[config.mk]
export PLATFORM = sky130hd
export DESIGN_NAME = fbfa_divider
export DESIGN_NICKNAME = d
export VERILOG_FILES = /design/src/hw/rtl/fbfa_pkg.sv /design/src/hw/rtl/fbfa_divider.sv
export SDC_FILE = /design/constraint.sdc
export NUM_CORES = 1
export LEC_CHECK = 0
export BUFFER_PORTS_ARGS = -buffer_cell sky130_fd_sc_hd__buf_2
export CAP_MARGIN = 20
export CORE_ASPECT_RATIO = 1.4
export CORE_MARGIN = 5
export CORE_UTILIZATION = 60
export CTS_BUF_LIST = sky130_fd_sc_hd__clkbuf_4
export DETAILED_ROUTE_END_ITERATION = 12
export GPL_ROUTABILITY_DRIVEN = 0
export GPL_TIMING_DRIVEN = 0
export PLACE_DENSITY = 0.87
export SLEW_MARGIN = 20
export SYNTH_ARGS = -nofsm -noshare
export SYNTH_HDL_FRONTEND = slang
export SYNTH_SLANG_ARGS = --single-unit
[constraint.sdc]
create_clock -name clk_i -period 3.64 [get_ports clk_i]
set_input_delay 0.546 -clock clk_i [delete_from_list [all_inputs] [get_ports clk_i]]
set_output_delay 0.546 -clock clk_i [all_outputs]
set_load 0.01 [all_outputs]
[src/hw/rtl/fbfa_pkg.sv]
// fbfa_pkg: constants, codes and types shared by the fixed block allocator
// used by the channel interfaces, the divider and the top level
`default_nettype none

package fbfa_pkg;

  // ring capacity, a power of two so that pointers wrap by themselves
  localparam int unsigned BLOCKS       = 1024;
  localparam int unsigned ADDRESS_BITS = 32;

  localparam int unsigned PTR_W      = $clog2(BLOCKS);
  localparam int unsigned LEVEL_W    = PTR_W + 1;
  localparam int unsigned SIZE_W     = 16;
  localparam int unsigned COUNT_W    = 11;
  localparam int unsigned IDX_W      = 10;
  localparam int unsigned STATUS_W   = 3;
  localparam int unsigned CFG_IDX_W  = 2;
  localparam int unsigned CFG_DATA_W = 32;
  localparam int unsigned PROD_W     = PTR_W + SIZE_W;

  localparam int unsigned RST_BASE  = 0;
  localparam int unsigned RST_SIZE  = 64;
  localparam int unsigned RST_COUNT = (1024 > BLOCKS) ? BLOCKS : 1024;
  localparam int unsigned RST_WPTR  = RST_COUNT % BLOCKS;

  typedef enum logic [0:0] {
    CMD_ALLOC = 1'b0,
    CMD_FREE  = 1'b1
  } cmd_e;

  typedef enum logic [STATUS_W-1:0] {
    STAT_ALLOCATED = 3'd0,
    STAT_EMPTY     = 3'd1,
    STAT_FREED     = 3'd2,
    STAT_RANGE     = 3'd3,
    STAT_FULL      = 3'd4
  } status_e;

  typedef enum logic [CFG_IDX_W-1:0] {
    REG_BASE  = 2'd0,
    REG_SIZE  = 2'd1,
    REG_COUNT = 2'd2
  } reg_e;

  typedef enum logic [2:0] {
    S_IDLE,
    S_ALLOC_MUL,
    S_ALLOC_ADD,
    S_DIV,
    S_FREE_UPD,
    S_DONE
  } state_e;

  typedef struct packed {
    logic                    start;
    logic [ADDRESS_BITS-1:0] dividend;
    logic [SIZE_W-1:0]       divisor;
  } div_req_t;

  typedef struct packed {
    logic                    done;
    logic [ADDRESS_BITS-1:0] quotient;
  } div_rsp_t;

endpackage

`default_nettype wire

[src/hw/rtl/fbfa_divider.sv]
// fbfa_divider: restoring divider, one quotient bit per cycle
// depends on fbfa_pkg for widths and the request and response structs
`default_nettype none

module fbfa_divider (
  input  logic               clk_i,
  input  logic               rst_ni,
  input  fbfa_pkg::div_req_t req_i,
  output fbfa_pkg::div_rsp_t rsp_o
);

  localparam int unsigned QW    = fbfa_pkg::ADDRESS_BITS;
  localparam int unsigned SW    = fbfa_pkg::SIZE_W;
  localparam int unsigned CNT_W = $clog2(QW);

  logic             busy_q, busy_d;
  logic             done_q, done_d;
  logic [CNT_W-1:0] cnt_q, cnt_d;
  logic [SW-1:0]    rem_q, rem_d;
  logic [QW-1:0]    quo_q, quo_d;
  logic [SW-1:0]    dvs_q, dvs_d;

  logic [SW:0]      trial;
  logic [SW:0]      diff;
  logic             fits;

  // partial remainder stays below the divisor, so the shifted value fits SW+1 bits
  assign trial = {rem_q, quo_q[QW-1]};
  assign diff  = trial - {1'b0, dvs_q};
  assign fits  = trial >= {1'b0, dvs_q};

  always_comb begin
    busy_d = busy_q;
    done_d = 1'b0;
    cnt_d  = cnt_q;
    rem_d  = rem_q;
    quo_d  = quo_q;
    dvs_d  = dvs_q;
    if (req_i.start) begin
      busy_d = 1'b1;
      cnt_d  = '0;
      rem_d  = '0;
      quo_d  = req_i.dividend;
      dvs_d  = req_i.divisor;
    end else if (busy_q) begin
      rem_d = fits ? diff[SW-1:0] : trial[SW-1:0];
      quo_d = {quo_q[QW-2:0], fits};
      cnt_d = cnt_q + CNT_W'(1);
      if (cnt_q == CNT_W'(QW - 1)) begin
        busy_d = 1'b0;
        done_d = 1'b1;
      end
    end
  end

  always_ff @(posedge clk_i or negedge rst_ni) begin
    if (!rst_ni) begin
      busy_q <= 1'b0;
      done_q <= 1'b0;
      cnt_q  <= '0;
    end else begin
      busy_q <= busy_d;
      done_q <= done_d;
      cnt_q  <= cnt_d;
    end
  end

  always_ff @(posedge clk_i) begin
    rem_q <= rem_d;
    quo_q <= quo_d;
    dvs_q <= dvs_d;
  end

  // a zero divisor gives an all-ones quotient
  assign rsp_o.done     = done_q;
  assign rsp_o.quotient = quo_q;

endmodule

`default_nettype wire

# After elaboration in Yosys (flattened, before gate mapping)
# Cells that the tools add are included.
# totals
reg_bits	71
latchBits	0
mem_bits_rw	0
rom_bits	0
input_bits	51
out_inout_bits	33
wordCells	22
mem_count	0
# op_classes
add_sub_neg	2
mul	0
n_div	0
magnitude_cmp	1
n_eq_ne	1
n_shift	0
n_mux	11
bitwise_logic	0
reduce_logical	1
# ops
operator	count
$mux W32	2
$ge A17 B16 Y1	1
$mux W16	1
$sub A16 B16 Y16	1
$mux W5	2
$mux W1	6
$add A5 B1 Y5 const B	1
$eq A5 B5 Y1 const B	1
$reduce_bool A2 Y1	1

# Longest topological paths before layout
# Gate-level depths: netlist of the first run.
# logic_depth
word_depth	4
ltp_mapped	11
ltp_nobuf	10

# Worst setup path after synthesis of the first run
# OpenSTA, ideal clock, no wires.
# synth_path
kind	register to register
startpoint	reg quo_q[31]
endpoint	reg rem_q[12]
setup_time_ns	0.062
t_arrival_ns	2.271
required_ns	3.578
path_slack_ns	1.307
stages_incl_launch_ff	11
n_path_buf	0
synth_period_minus_slack_ns	2.333
path_cell_list	edfxtp_1 > inv_1 > ha_1 > fa_1 > nand2b_1 > a21oi_1 > o211ai_1 > a21oi_1 > nor3_1 > or4b_1 > nand3_1
# synth_via
elab_chain_cells	2
word_cells_on_any_way	3
classes_between	1 x add/sub; 1 x order compare; 1 x mux
# synth_rtl
item	line	rtl
start: declaration	fbfa_divider.sv:20	logic [QW-1:0] quo_q, quo_d;
start signal: assignment	fbfa_divider.sv:70	quo_q <= quo_d;
$sub A16 B16 Y16 or $ge A17 B16 Y1 (tied branches)	fbfa_divider.sv:29, fbfa_divider.sv:30	
$mux W16 (*)	fbfa_divider.sv:46	rem_d = fits ? diff[SW-1:0] : trial[SW-1:0];
end signal: assignment	fbfa_divider.sv:69	rem_q <= rem_d;
end: declaration	fbfa_divider.sv:19	logic [SW-1:0] rem_q, rem_d;
# Every way passes the cells marked *; elsewhere a longest branch is shown, timed or not.
# A chain may end at the register's enable or synchronous reset.

# Final worst setup path of the first run
# Ends and elaborated chain as after synthesis.

==> metrics, run 1 <==
DR iter-0 viols=around 170; io pins=84; number of flops mapped to enable cells by yosys=48; Routed Wire Length=around 8700 um; H-tree lvl count=3; Area contributors post-synth=edfxtp_1 39%, mux2_2 9.6%, dfxtp_1 8.6%, ha_1 6.0%, dfrtp_1 4.7%; crit path kind=reg2reg; synth warn=0; Crit. End Element=register; antenna violations before repair=0; Power Dens Cells=between 500 and 600 mW/mm^2; Clock Tree Buf Depth=2; vias in the first global route=around 3000; row count=34; FMAX=0.374 GHz; FF+latch count, synth=71; first-pass GRT wire length=approximately 14000 um; FFs w/ async S/R, synth=9.86%; Max-Slew Margin vs Limit=roughly half; Cell Area, Synth=about 0.0037 sq mm; port bufs=83; maxcap violations=0; Compound-Gate Fraction of Synth Area=11.6%; cell taking the most area after synthesis=edfxtp_1; VDD IR max=about 0.00035 V; clock skew=around 0.012 ns; CTS sink cnt=between 70 and 80; RSZ-0062 raised after global routing=no; fin crit share=between 70 and 80%; most frequent cells after synthesis=48 x edfxtp_1, 32 x mux2_2, 26 x nor2_1; root buffer cell=clkbuf_4; gr usage total=between 20% and 30%; Die W=between 70 and 80 um; Clock Pin Slew Worst Setup and Hold Paths=~0.12 ns; DRC Markers=0; Final Hold Viols=0; outcome=finished clean; Total Neg Setup Slack=0 ns; Net Count, Synth=388; fillcell total=425; largest family of logic cells by synthesized area=multiplexers; Area growth syn-to-layout=18.8%; drt first pass iters=5; Post-Synth Adder-Cell Area=under 10%; fin. max-slew vios=0; Syn Inst Count=~320; CTS tree=built; endpoints failing setup=0; top-area cell type share of the netlist area=38.6%; Mean Syn Cell Area=between 10 and 15 sq um; library cells used by synthesis=approximately 50; Die Area=0.00793 sq mm; predominant post-synthesis flop cell=edfxtp_1; CORE AREA=roughly 0.006 sq mm; fin crit period=approximately 2.7 ns; mux cell area share after synthesis=approximately an eighth; largest net degree at the start of global routing=33; WP data arrival=between 3 and 4 ns; Die Y-Extent=roughly 100 um; antenna viol nets, final=0; worst slew pin tran=0.739 ns; grt total ovfl=0; worst-path fanout max=3; Final nets=483; Synth Area in Simple Gates=under 10%; total power=between 2 and 2.5 mW; Leakage=1.96 nW; Starting Density=61.0%; DR vias/cell=about 5.8; WL per Instance=between 15 and 20 um; antenna diode count=0; Synth Area in XOR/XNOR=roughly 3.3%; Hold WC Path Type=in2reg; share of cells above drive strength 1=around a third; startpoint types=register; register area share after synthesis=51.8%; Min Hold Slack=roughly 0.3 ns; most frequent cell after synthesis=edfxtp_1; routed via count=2820; CTS buffer count=9; Worst Path Required=about 4 ns; clk_lat worst skew=approximately 0.41 ns; placed wire-length estimate=~6400 um
[power by group]
group          switching (mW)  total [mW]  internal (mW)
Combinational           0.358       0.666          0.308
Clock                   0.292       0.642          0.350
Sequential             0.0635        1.03          0.966
Total                   0.713        2.34           1.62
[state kept, by name, indices dropped and copies added, names as in the netlist]
register / count
dvs_q: 16
done_q: 1
busy_q: 1
rem_q: 16
quo_q: 32
cnt_q: 5
[per-layer routing]
metal	vias to the layer above	part of all wire [%]	global-route usage (%)
met2	114	52	40.4
met4	0	2.4	10.4
met5	-	0	0
met1	1326	38	25.1
li1	1360	-	-
met3	20	7.2	5.46
[timing repair]
action / in CTS / in global routing
endpoints found under the hold margin: 7 / 0
resized for setup: 0 / 0
setup buffers: 0 / 0
hold buffers: 1 / 0
[layout by cell type, fill, tap and decap left out, types with 2 or more instances in the layout]
| cell type | n |
|---|---|
| a211oi_1 | 12 |
| a21o_1 | 5 |
| a21oi_1 | 16 |
| a311oi_1 | 3 |
| a31oi_1 | 2 |
| buf_1 | 2 |
| buf_2 | 83 |
| buf_4 | 4 |
| buf_6 | 2 |
| bufinv_16 | 3 |
| clkbuf_1 | 9 |
| clkbuf_4 | 9 |
| clkinv_4 | 2 |
| dfrtp_1 | 7 |
| dfxtp_1 | 16 |
| edfxtp_1 | 48 |
| ha_1 | 18 |
| inv_1 | 22 |
| mux2_2 | 32 |
| mux2i_1 | 11 |
| nand2_1 | 16 |
| nand2b_1 | 6 |
| nand3_1 | 3 |
| nand4_1 | 2 |
| nand4b_1 | 2 |
| nor2_1 | 26 |
| nor3b_1 | 2 |
| o2111ai_1 | 2 |
| o21a_1 | 2 |
| o21ai_0 | 7 |
| o21bai_1 | 2 |
| o311ai_1 | 2 |
| o31ai_1 | 2 |
| or4b_1 | 2 |
| xnor2_1 | 7 |
| xor2_1 | 7 |
[area by class of cell]
type | instances | area [sq um] | area share, %
buffer | 17 | 93.8 | 2.11
clock buffer | 9 | 67.6 | 1.52
clock inverter | 7 | 120 | 2.70
inverter | 22 | 82.6 | 1.86
multi-input combinational | 208 | 1630 | 36.6
sequential | 71 | 1940 | 43.6
tap | 72 | 90.1 | 2.03
timing repair buffer | 84 | 425 | 9.58
[final timing paths]
| check | start | end | slack (ns) | cells after the start |
|---|---|---|---|---|
| worst max-delay path | quo_q[31] | rem_q[12] | 0.97 | 10 |
| worst min-delay path | req_i[12] | dvs_q[12] | 0.30 | 1 |
| worst max register to register | quo_q[31] | rem_q[12] | 0.97 | 10 |
| worst min register to register | rem_q[4] | rem_q[4] | 0.51 | 2 |
| max in group asynchronous | rst_ni | cnt_q[0] | 3.00 | 2 |
| min in group asynchronous | rst_ni | cnt_q[3] | 0.48 | 2 |
[per-stage QoR]
stage | std cells | instance area (sq um) | util, % | worst slack, ns
after floorplan | 318 | 3740 | - | 1.31
after global placement | 473 | 4240 | 69.3 | 0.875
final | 490 | 4440 | 72.5 | 0.965
after CTS | 490 | 4440 | 72.5 | 0.993
after global routing | 490 | 4440 | 72.5 | 0.766
after detailed placement | 473 | 4240 | 69.3 | 0.830
[logic make-up after synthesis]
| logic type | Yosys count |
|---|---|
| adders and majority gates | 19 |
| and+or+nand+nor | 69 |
| buffers and inverters | 39 |
| xor gates and xnor gates | 14 |
| muxes | 43 |
| DFF | 71 |
| AOI/OAI and AO/OA | 63 |
[critical path, cell delays in order, from the launching register on]
cell and delay [ns]:
edfxtp_1 0.39, inv_1 0.06, ha_1 0.21, fa_1 0.40, nand2b_1 0.18, a21oi_1 0.28, o211ai_1 0.18, a21oi_1 0.27
nor3_1 0.10, or4b_1 0.48, nand3_1 0.09
(Power assumes the default switching activity.)
==> run 2: changes to the inputs <==
--- a/config.mk
+++ b/config.mk
@@ -9,12 +9,12 @@
 export CAP_MARGIN = 20
 export CORE_ASPECT_RATIO = 1.4
 export CORE_MARGIN = 5
-export CORE_UTILIZATION = 60
+export CORE_UTILIZATION = 51
 export CTS_BUF_LIST = sky130_fd_sc_hd__clkbuf_4
 export DETAILED_ROUTE_END_ITERATION = 12
 export GPL_ROUTABILITY_DRIVEN = 0
 export GPL_TIMING_DRIVEN = 0
-export PLACE_DENSITY = 0.87
+export PLACE_DENSITY = 0.79
 export SLEW_MARGIN = 20
 export SYNTH_ARGS = -nofsm -noshare
 export SYNTH_HDL_FRONTEND = slang
==> constraint.sdc (replaced) <==
create_clock -name clk_i -period 2.4 [get_ports clk_i]
set_input_delay 0.36 -clock clk_i [delete_from_list [all_inputs] [get_ports clk_i]]
set_output_delay 0.36 -clock clk_i [all_outputs]
set_load 0.01 [all_outputs]
==> metrics, run 2 (same netlist as run 1, synthesis figures left out) <==
maxcap violations=0 (unchanged); FMAX=0.415 GHz (was 0.374 GHz); Most flops, register=quo_q (unchanged); port bufs=83 (unchanged); vias in the first global route=2955 (was 3047); endpoints failing setup=1 (was 0); Power Dens Cells=740 mW/mm^2 (was 526 mW/mm^2); fin crit share=100% (was 73.5%); root buffer cell=clkbuf_4 (unchanged); Starting Density=51.4% (was 61.0%); most used routing layer=met2 (unchanged); antenna viol nets, final=0 (unchanged); clk_lat worst skew=0.43 ns (was 0.41 ns); failing checks=negative setup slack; Die Area=0.00917 sq mm (was 0.00793 sq mm); Worst Path Required=2.78 ns (was 4.00 ns); crit-path max cell delay=0.47 ns (was 0.48 ns); CTS sink cnt=71 (unchanged); routed via count=2924 (was 2820); Area growth syn-to-layout=25.8% (was 18.8%); fin crit period=2.41 ns (was 2.67 ns); H-tree lvl count=3 (unchanged); global routing usage on met1=22.8% (was 25.1%); worst path cell trace=ha_4 -> fa_2 -> nand2b_4 -> a21oi_4 -> o211ai_1 -> a21oi_2 -> nor3_1 -> or4b_1 -> nand3_1 (was inv_1 -> ha_1 -> fa_1 -> nand2b_1 -> a21oi_1 -> o211ai_1 -> a21oi_1 -> nor3_1 -> or4b_1 -> nand3_1); most common cell after layout, fill and taps aside=buf_2 (unchanged); Slowest cell on crit path=or4b_1 (unchanged); clock skew=0.0119 ns (about the same); startpoint types=register (unchanged); Crit. End Element=register (unchanged); DRC Markers=0 (unchanged); worst-path fanout max=3 (unchanged); Leakage=2.01 nW (was 1.96 nW); WL per Instance=16.4 um (was 17.8 um); crit path kind=reg2reg (unchanged); Clock Pin Slew Worst Setup and Hold Paths=0.13 ns (was 0.12 ns); share of cells above drive strength 1=41.8% (was 34.4%); antenna diode count=0 (unchanged); row count=37 (was 34); outcome=finished, violations left (was finished clean); Routed Wire Length=8720 um (was 8740 um); top cell family by delay on the critical path=simple AND/OR/NAND/NOR gates (unchanged); Final Worst Setup Slack=-0.00974 ns (was 0.965 ns); WP buf/inv=0 (was 1); Largest regs=quo_q (32), dvs_q (16), rem_q (16) (unchanged); dpl ws=-0.212 ns (was 0.830 ns); DR iter-0 viols=122 (was 172); largest net degree at the start of global routing=33 (unchanged); grt total ovfl=0 (unchanged); max reg flops=32 (unchanged); RSZ-0062 raised after global routing=yes (was no); Hold WC Path Type=in2reg (unchanged); Max-Slew Margin vs Limit=51.3% (was 50.7%); Clock Tree Buf Depth=2 (unchanged); FF-to-FF setup slack=-0.01 ns (was 0.97 ns); gr usage total=19.6% (was 22.4%); Die Y-Extent=111 um (was 103 um); GRT met3 Usage=7.07% (was 5.46%); placed wire-length estimate=6140 um (was 6410 um); CTS buffer count=9 (unchanged); Final nets=498 (was 483); fin. max-slew vios=0 (unchanged); DR vias/cell=5.52 (was 5.76); total power=3.48 mW (was 2.34 mW); io pins=84 (unchanged); Final Hold Viols=0 (unchanged); VDD IR max=0.000421 V (was 0.000345 V); WP data arrival=2.79 ns (was 3.03 ns); met2 GRT Util=31.4% (was 40.4%); drt first pass iters=4 (was 5); CTS tree=built (unchanged); most frequent cells in the layout=83 x buf_2, 48 x edfxtp_1, 32 x mux2_2, 25 x nor2_1, 22 x inv_1 (was 83 x buf_2, 48 x edfxtp_1, 32 x mux2_2, 26 x nor2_1, 22 x inv_1); Die W=82.4 um (was 76.7 um); CORE AREA=0.00727 sq mm (was 0.00613 sq mm); first-pass GRT wire length=13700 um (was 14100 um); worst slew pin tran=0.730 ns (was 0.739 ns); antenna violations before repair=0 (unchanged)
[run 2: metrics by stage]
| stage | util (%) | instances | instance area (sq um) | TNS (ns) | hold slack [ns] |
|---|---|---|---|---|---|
| after detailed placement | 58.8 | 498 | 4280 | -8.02 | 0.205 |
| after CTS | 62.7 | 527 | 4560 | 0 | 0.0563 |
| after global placement | 58.8 | 498 | 4280 | -6.49 | 0.203 |
| after floorplan | - | 318 | 3740 | 0 | 0.0644 |
| after global routing | 64.7 | 530 | 4700 | -0.480 | 0.0553 |
| final | 64.7 | 530 | 4700 | -0.00974 | 0.0912 |
[run 2: layer usage]
layer | up-vias | routed length, um | part of all wire (%)
met1 | 1387 | 3330 | 38
met3 | 25 | 764 | 8.8
met4 | 0 | 257 | 2.9
met2 | 124 | 4370 | 50
li1 | 1388 | - | -
met5 | - | 0 | 0
[run 2: worst reg2reg max path, cell delays in order (launching register included)]
cell and delay, ns:
edfxtp_1 0.45, ha_4 0.19, fa_2 0.38, nand2b_4 0.16, a21oi_4 0.19, o211ai_1 0.19, a21oi_2 0.19, nor3_1 0.06
or4b_1 0.47, nand3_1 0.09
[run 2: layout make-up]
type | count | area, sq um
sequential | 71 | 1940
clock inverter | 6 | 45.0
fill | 561 | 2560
inverter | 22 | 82.6
multi-input combinational | 208 | 1790
timing repair buffer | 99 | 546
tap | 97 | 121
buffer | 17 | 109
clock buffer | 10 | 75.1
[run 2: final timing paths]
check	startpoint	endpoint	cells after the start
max reg2reg	dvs_q[0]	rem_q[12]	9
min reg2reg	rem_q[14]	rem_q[14]	2
min	req_i[12]	dvs_q[12]	1
min in group asynchronous	rst_ni	done_q	2
max in group asynchronous	rst_ni	cnt_q[2]	2
max	dvs_q[0]	rem_q[12]	9
[run 2: what timing repair did]
action                     in CTS  in global routing
hold endpoints to repair        7                  0
hold buffers                    1                  0
setup endpoints to repair      14                 14
pin swaps                      11                 14
buffers inserted               12                  4
gates resized for setup        15                 23
[run 2: where the power goes]
part	switching [mW]	leakage [nW]	internal, mW
clock network	0.463	0.0594	0.229
logic	0.610	1.24	0.611
registers	0.104	0.717	1.47
total	1.18	2.01	2.31
